`src/rtl/ttlrc_pkg.sv`:
```
// shared types and constants of the ttl record cache
`timescale 1ns / 1ps
package ttlrc_pkg;

   localparam logic CMD_PUT = 1'b0;
   localparam logic CMD_GET = 1'b1;

   localparam int MAX_RESULTS = 16;
   localparam int COUNT_W     = 5;
   localparam int IDX_W       = 8;    // covers the largest table of 256 slots
   localparam int EXP_W       = 33;

   typedef struct packed {
      logic        cmd;
      logic [31:0] now_seconds;
      logic [63:0] name_key;
      logic [15:0] record_type;
      logic [31:0] ttl_seconds;
      logic [15:0] mx_preference;
      logic [31:0] ipv4_address;
      logic [63:0] ipv6_high;
      logic [63:0] ipv6_low;
      logic [63:0] target_key;
      logic [4:0]  max_count;
   } req_payload_type;

   typedef struct packed {
      logic        hit;
      logic [31:0] remaining_ttl;
      logic [63:0] out_name_key;
      logic [15:0] out_type;
      logic [15:0] out_mx_preference;
      logic [31:0] out_ipv4;
      logic [63:0] out_ipv6_high;
      logic [63:0] out_ipv6_low;
      logic [63:0] out_target_key;
      logic        last;
   } rsp_payload_type;

   // scan state that walks from cell to cell
   typedef struct packed {
      logic               active;
      logic               done;
      logic               have_free;
      logic [IDX_W-1:0]   free_idx;
      logic               have_soon;
      logic [IDX_W-1:0]   soon_idx;
      logic [EXP_W-1:0]   soon_exp;
      logic [COUNT_W-1:0] count;
   } token_type;

   // slot write at the end of a put scan
   typedef struct packed {
      logic             en;
      logic [IDX_W-1:0] idx;
      logic [EXP_W-1:0] expiry;
   } commit_type;

endpackage

```
`src/rtl/ttlrc_cell.sv`:
```
// one table slot with its share of the scan
`timescale 1ns / 1ps
module ttlrc_cell #(
   parameter int CELL_INDEX = 0
) (
   input  logic                       clock,
   input  logic                       reset,
   input  logic                       advance,
   input  ttlrc_pkg::req_payload_type req,
   input  ttlrc_pkg::token_type       tok_in,
   input  ttlrc_pkg::commit_type      commit,
   output ttlrc_pkg::token_type       tok_out,
   output logic                       found,
   output ttlrc_pkg::rsp_payload_type found_rec
);
   import ttlrc_pkg::*;

   logic               valid_ff, valid_in;
   logic [EXP_W-1:0]   expiry_ff, expiry_in;
   logic [63:0]        name_ff, v6h_ff, v6l_ff, tgt_ff;
   logic [15:0]        type_ff, pref_ff;
   logic [31:0]        v4_ff;
   token_type          tok_ff, tok_in_nx;
   logic               live, key_match, full_match, my_write;
   logic [IDX_W-1:0]   my_idx;

   assign my_idx    = IDX_W'(CELL_INDEX);
   assign live      = expiry_ff > {1'b0, req.now_seconds};
   assign key_match = (name_ff == req.name_key) && (type_ff == req.record_type);
   assign full_match = key_match && (pref_ff == req.mx_preference) &&
                       (v4_ff == req.ipv4_address) && (v6h_ff == req.ipv6_high) &&
                       (v6l_ff == req.ipv6_low) && (tgt_ff == req.target_key);
   assign my_write  = commit.en && (commit.idx == my_idx);

   always_comb begin
      tok_in_nx = tok_in;
      valid_in  = valid_ff;
      expiry_in = expiry_ff;
      found     = 1'b0;
      if (tok_in.active) begin
         if (req.cmd == CMD_GET) begin
            if ((tok_in.count < req.max_count) && valid_ff && key_match) begin
               if (live) begin
                  found           = 1'b1;
                  tok_in_nx.count = tok_in.count + COUNT_W'(1);
               end else begin
                  valid_in = 1'b0;
               end
            end
         end else if (!tok_in.done) begin
            if (!valid_ff || !live) begin
               valid_in = 1'b0;
               if (!tok_in.have_free) begin
                  tok_in_nx.have_free = 1'b1;
                  tok_in_nx.free_idx  = my_idx;
               end
            end else if (full_match) begin
               expiry_in      = {1'b0, req.now_seconds} + {1'b0, req.ttl_seconds};
               tok_in_nx.done = 1'b1;
            end else if (!tok_in.have_soon || (expiry_ff < tok_in.soon_exp)) begin
               tok_in_nx.have_soon = 1'b1;
               tok_in_nx.soon_idx  = my_idx;
               tok_in_nx.soon_exp  = expiry_ff;
            end
         end
      end
      if (my_write) begin
         valid_in  = 1'b1;
         expiry_in = commit.expiry;
      end
   end

   always_ff @(posedge clock) begin
      if (reset) begin
         valid_ff <= 1'b0;
         tok_ff   <= '0;
      end else if (advance) begin
         valid_ff <= valid_in;
         tok_ff   <= tok_in_nx;
      end
   end

   always_ff @(posedge clock) begin
      if (advance) begin
         expiry_ff <= expiry_in;
         if (my_write) begin
            name_ff <= req.name_key;
            type_ff <= req.record_type;
            pref_ff <= req.mx_preference;
            v4_ff   <= req.ipv4_address;
            v6h_ff  <= req.ipv6_high;
            v6l_ff  <= req.ipv6_low;
            tgt_ff  <= req.target_key;
         end
      end
   end

   assign tok_out = tok_ff;

   always_comb begin
      found_rec = '0;
      if (found) begin
         found_rec.hit               = 1'b1;
         found_rec.remaining_ttl     = expiry_ff[31:0] - req.now_seconds;
         found_rec.out_name_key      = name_ff;
         found_rec.out_type          = type_ff;
         found_rec.out_mx_preference = pref_ff;
         found_rec.out_ipv4          = v4_ff;
         found_rec.out_ipv6_high     = v6h_ff;
         found_rec.out_ipv6_low      = v6l_ff;
         found_rec.out_target_key    = tgt_ff;
      end
   end

endmodule

```
`config.mk`:
```
export PLATFORM = sky130hd
export DESIGN_NAME = ttlrc_cell
export DESIGN_NICKNAME = d
export VERILOG_FILES = /design/src/rtl/ttlrc_pkg.sv /design/src/rtl/ttlrc_cell.sv
export SDC_FILE = /design/constraint.sdc
export NUM_CORES = 1
export LEC_CHECK = 0
export BUFFER_PORTS_ARGS = -buffer_cell sky130_fd_sc_hd__buf_2
export CORE_AREA = 8 8 345 347
export DETAILED_ROUTE_END_ITERATION = 8
export DIE_AREA = 0 0 353 355
export PLACE_DENSITY = 0.39
export SYNTH_ARGS = -nofsm -noshare
export SYNTH_HDL_FRONTEND = slang
export SYNTH_SLANG_ARGS = --single-unit
export TNS_END_PERCENT = 100
```
`constraint.sdc`:
```
create_clock -name clock -period 9.7 [get_ports clock]
set_input_delay 0.97 -clock clock [delete_from_list [all_inputs] [get_ports clock]]
set_output_delay 0.97 -clock clock [all_outputs]
set_load 0.02 [all_outputs]
```
==> results.toml, run 1 <==
[place]
place_inst = 4474
dpl.hpwl_um = 91830
gp_congestion = 0.8314
io_buffers = 904

[final_layout]
stdcell_count = 4606
drive_gt1_share_pct = 32.77
area_delta_synth_final_pct = 33.09
num-nets-final = 3614
fill_cells = 12300

[pwr]
internal-power_mw = 3.391
p_per_area_nw_per_um2 = 144.1
pwr-share-clk_pct = 46.0
p_seq_share_pct = 43.0
p_leak_nw = 13.77
switchingPower_mw = 1.162
power_frac_comb_pct = 11.1
irDropWorstVdd_mv = 0.1426
p_sw_share_pct = 25.52

[grt]
antenna_found_initial = 70
gr-usage-all-layers_pct = 16.70
grt_max_degree = 207
grt_first_pass_wirelength_um = 154200
grt.overflow.total = 0
first_global_vias = 20560

[synth]
async_flop_share_pct = 0
netlist_top_cells_count = "353 x edfxtp_1, 348 x and2_1, 204 x xor2_1"
yosysMostFrequentCell = "edfxtp_1"
syn_area_um2 = 23750
seq_area_frac_synth_pct = 49.61
synth_ff_type = "edfxtp_1"
yosys-top-cells-area = "edfxtp_1 45%, and2_1 9.2%, xor2_1 7.5%"
synth_cells = 2120
synth_area_leader_cell = "edfxtp_1"
ys_warn_count = 0
synth_top_area_share_pct = 44.64
ys_seq_elements = 412
ys_types = 65
synth_edf_count = 353
avgSynthCellArea_um2 = 11.20
synth_nets = 2716

[min_path]
holdPathEnd = "tok_out[44]"
hold_path_class = "reg -> reg"
min_from = "tok_out[44]"
whs_path_depth = 2

[critical_path]
crit_start = "req[371]"
max_stage_delay_ps = 980
criticalPathCategory = "in -> out"
slowest_stage = "and3_4"
ff2ff_setup_slack_ps = 4630
cp_cell_sequence = "buf_2 > inv_1 > ha_1 > a21oi_1 > o21ai_0 > nor2_1 > o21bai_1 > nor2b_1 > a21oi_4 > o21ai_2 > and3_4 > buf_12 > and2_1 > buf_2"
reg2reg_depth = 9
r2r-start = "v6l_ff[45]"
start_kind = "input port"
crit_required_ps = 8730
reg2reg_to = "expiry_ff[26]"
end_kind = "output pin"
worstPathArrival_ps = 5460
path_max_fanout = 206
crit_path_frequent_cell = "buf_2"

[drt]
drt_iter0_markers = 1060
post_drt_wl_per_cell_um = 24.00
drc = 0
viasPerCell = 4.267
firstDrtPassIters = 5
vias = 19650
routed_wl_um = 110500
final_antenna_net_count = 0

[job]
drv_cap = 0

[cts]
cts_sinks = 412
worstSkewPairLatency_ps = 670
cts_setup_buffers = 0
hold_buffers = 0
cts-root-buf = "clkbuf_16"
cts_buffers = 54
cts_tree = "done"
cts_buffer_depth = 3
clk_pin_slew_ps = 60
htreeDepth = 2
postCtsResizedCells = 0

[timing]
hold_viol = 0
finalCritPeriodShare_pct = 66.33
final-setup-viol-count = 0
period_minus_slack_ps = 6434
rsz0062_at_grt = "no"
worstMarginPinSlew_ps = 1140
fin_tns_setup_ps = 0
timing.fmax_mhz = 155.4
timing.hold.ws_ps = 469.8
slew_headroom_pct = 23.31
drv_slew = 0
fin_worst_skew_ps = 67.07

[floorplan]
core_area_um2 = 113600
rows = 124
die_h_um = 355
pin_count = 906
die_x_um = 353
dieArea_um2 = 125300
initial_core_util_pct = 20.91

[outcome]
status = "completed"
==> power by group through the flow <==
stage / clock, mW / combinational (mW) / sequential (mW)
after floorplan: 0 / 0.244 / 2.01
after global placement: 0 / 0.508 / 1.99
after detailed placement: 0 / 0.507 / 1.99
after CTS: 2.18 / 0.510 / 1.96
after global routing: 2.24 / 0.560 / 1.96
final: 2.09 / 0.504 / 1.96
==> flip-flops by register name (all words and copies together), names as in the netlist <==
name	cells
name_ff	64
tgt_ff	64
v6h_ff	64
v6l_ff	64
tok_out	58
expiry_ff	33
v4_ff	32
pref_ff	16
type_ff	16
valid_ff	1
==> metal layers <==
metal  GRT usage, %  part of all wire [%]  vias up
met5              0                  0.21        -
met4          4.394                   2.5       32
met3          5.546                   7.4      175
met2          30.31                    51      685
met1          18.70                    39     9363
li1               -                     -     9399
==> final cells by class <==
type	count	area (µm²)	share of cell area, %
clock buffer	75	1470	4.652
timing repair buffer	916	4642	14.69
clock inverter	27	356.6	1.128
tap	1512	1892	5.986
sequential	412	11780	37.28
antenna	30	75.07	0.2375
multi-input combinational	1524	10970	34.72
inverter	110	412.9	1.306
==> per-stage QoR <==
stage / setup slack, ps / cell area, µm² / util (%) / power (mW)
after CTS: 3243 / 31530 / 27.76 / 4.649
after detailed placement: 3306 / 29700 / 26.15 / 2.500
after floorplan: 231.2 / 23750 / - / 2.256
final: 3266 / 31600 / 27.83 / 4.553
after global routing: 2966 / 31560 / 27.79 / 4.754
after global placement: 3293 / 29700 / 26.15 / 2.501
==> worst max-delay path by stage <==
| stage | cells past startpoint | slack, ps | to |
|---|---|---|---|
| 6_report | 14 | 3270 | found_rec[58] |
| 5_1_grt | 12 | 2970 | found_rec[343] |
| 2_1_floorplan | 3 | 230 | name_ff[0] |
| 3_5_place_dp | 14 | 3310 | found_rec[343] |
| 4_1_cts | 12 | 3240 | found_rec[343] |
| 3_3_place_gp | 14 | 3290 | found_rec[343] |
==> kinds of logic after synthesis <==
kind of cell,count (synthesis),synth area share (%)
buf+inv,184,4.263
simple gates,722,17.47
fa+ha+maj,103,5.490
other cells,1,0.01579
mux,36,1.517
compound gates,313,8.762
flops,412,49.61
xor+xnor,349,12.87
==> worst max-delay path: cells and delay by family <==
family          cells  cell delay (ps)
fa+ha+maj           1              370
compound gates      5             1350
buf+inv             4              830
simple gates        4             1630
==> cells in the final DEF (no fill, tap or decap), types with 6 or more instances in the layout <==
cell and count:
buf_4 11, mux2i_1 36, diode_2 30, clkinv_2 7, o21bai_1 12, o211ai_1 19
bufinv_16 6, and2_1 347, a21o_1 27, and3_1 10, inv_1 110, ha_1 101
nand2_1 51, xnor2_1 145, clkbuf_1 17, a31oi_1 7, a21oi_1 93, xor2_1 204
o21ai_0 37, edfxtp_1 353, clkinv_1 9, nor2b_1 12, or3_1 8, o22ai_1 8
nor3_1 15, o21a_1 6, nor2_1 97, dfxtp_1 59, a211oi_1 44, a22o_1 12
nand2b_1 24, nor4_1 58, buf_2 903, nand3_1 20, nand4_1 57, clkbuf_16 54
Note: power is estimated with default switching activity, not from simulation.
==> run 2, diff against run 1 <==
- clock period: 9.7 -> 5.4 ns (I/O delays scaled with it)
==> results.toml, run 2 (synthesis results as in run 1) <==
[outcome]
status = "completed"

[cts]
cts_sinks = 412
htreeDepth = 2
postCtsResizedCells = 0
cts_buffers = 54
hold_buffers = 0
cts-root-buf = "clkbuf_16"
clk_pin_slew_ps = 60
cts_buffer_depth = 3
cts_tree = "done"
cts_setup_buffers = 0
worstSkewPairLatency_ps = 650

[critical_path]
ff2ff_setup_slack_ps = 670
path_max_fanout = 41
r2r-start = "pref_ff[15]"
criticalPathCategory = "reg -> out"
critPathCapture = "found_rec[200]"
crit_start = "expiry_ff[8]"
reg2reg_to = "expiry_ff[32]"
worstPathArrival_ps = 4510
crit_required_ps = 4860
reg2reg_depth = 11
start_kind = "register"
end_kind = "output pin"

[final_layout]
final_common_cell = "buf_2"
drive_gt1_share_pct = 33.18
fill_cells = 12320
multi_input_area_um2 = 10970
num-nets-final = 3630
final_cell_mix = "903 x buf_2, 353 x edfxtp_1, 347 x and2_1, 204 x xor2_1, 145 x xnor2_1"
area_delta_synth_final_pct = 33.77
seqCellArea_um2 = 11780

[floorplan]
die_h_um = 355
rows = 124
dieArea_um2 = 125300
die_x_um = 353
initial_core_util_pct = 20.91
core_area_um2 = 113600
pin_count = 906

[grt]
grt.overflow.total = 0
antenna_found_initial = 66
first_global_vias = 20520
grt_first_pass_wirelength_um = 153300
grt_max_degree = 108
gr-usage-all-layers_pct = 16.62

[pwr]
p_seq_share_pct = 43.6
switchingPower_mw = 2.069
p_sw_share_pct = 25.64
p_per_area_nw_per_um2 = 253.9
p_total_mw = 8.067
internal-power_mw = 5.998
pwr-share-clk_pct = 45.2
irDropWorstVdd_mv = 0.2386
p_leak_nw = 13.86
power_frac_comb_pct = 11.2

[drt]
drt_iter0_markers = 1015
vias = 19600
final_antenna_net_count = 0
post_drt_wl_per_cell_um = 23.74
routed_wl_um = 109800
drc = 0
firstDrtPassIters = 5
viasPerCell = 4.241

[timing]
period_minus_slack_ps = 5047
fin_worst_skew_ps = 39.16
fin_tns_setup_ps = 0
setup_ws_ps = 353.1
final-setup-viol-count = 0
slew_headroom_pct = 29.17
rsz0062_at_grt = "no"
drv_slew = 0
timing.hold.ws_ps = 90.68
worstMarginPinSlew_ps = 1053
hold_viol = 0
timing.fmax_mhz = 198.1
finalCritPeriodShare_pct = 93.46

[place]
dpl.hpwl_um = 91450
io_buffers = 904
pre_cts_ws_ps = 385.7
gp_congestion = 0.8563

[min_path]
hold_path_class = "in -> reg"
whs_path_depth = 1

[job]
drv_cap = 0
==> run 2: layout make-up <==
type	count	area share, %
clock inverter	27	0.8271
multi-input combinational	1524	34.53
antenna	31	0.2442
sequential	412	37.09
tap	1512	5.955
inverter	110	1.300
clock buffer	75	4.754
timing repair buffer	932	15.31
==> run 2: metal layers <==
metal  up-vias  GRT usage [%]  part of all wire (%)
met2       670          29.86                    50
met5         -              0                  0.18
met1      9292          19.10                    40
met4        30          4.613                   2.8
met3       166          4.964                   7.2
li1       9446              -                     -
==> run 2: worst min-delay path by stage <==
stage,from,to,slack [ps]
after floorplan,valid_ff,valid_ff,510
after global placement,tok_out[41],tok_out[41],460
after detailed placement,tok_out[40],tok_out[40],460
after CTS,req[158],v6h_ff[25],20
after global routing,req[158],v6h_ff[25],40
final,req[187],v6h_ff[54],90
==> run 2: power groups by stage <==
stage	Combinational [mW]	Clock (mW)	Sequential (mW)
finish	0.904	3.65	3.51
global route	1.00	3.91	3.52
floorplan	0.439	0	3.61
global placement	0.913	0	3.58
CTS	0.916	3.82	3.51
detailed placement	0.911	0	3.58
==> run 2: worst max-delay path, cell delays in order (launching register included) <==
cell and delay, ps:
edfxtp_1 460, ha_1 420, a21oi_2 220, o21ai_1 110, a311o_1 390, or3_1 310
or3_4 360, a21oi_4 230, o21ai_2 220, and3_4 260, buf_12 160, buf_4 250
and2_1 200, buf_2 180
==> run 2: through the flow <==
| step | instance area [µm²] | instances | util (%) |
|---|---|---|---|
| 4_1_cts | 31690 | 4592 | 27.90 |
| 6_report | 31770 | 4623 | 27.97 |
| 5_1_grt | 31710 | 4599 | 27.92 |
| 2_1_floorplan | 23750 | 2120 | - |
| 3_3_place_gp | 29920 | 4490 | 26.34 |
| 3_5_place_dp | 29920 | 4490 | 26.34 |
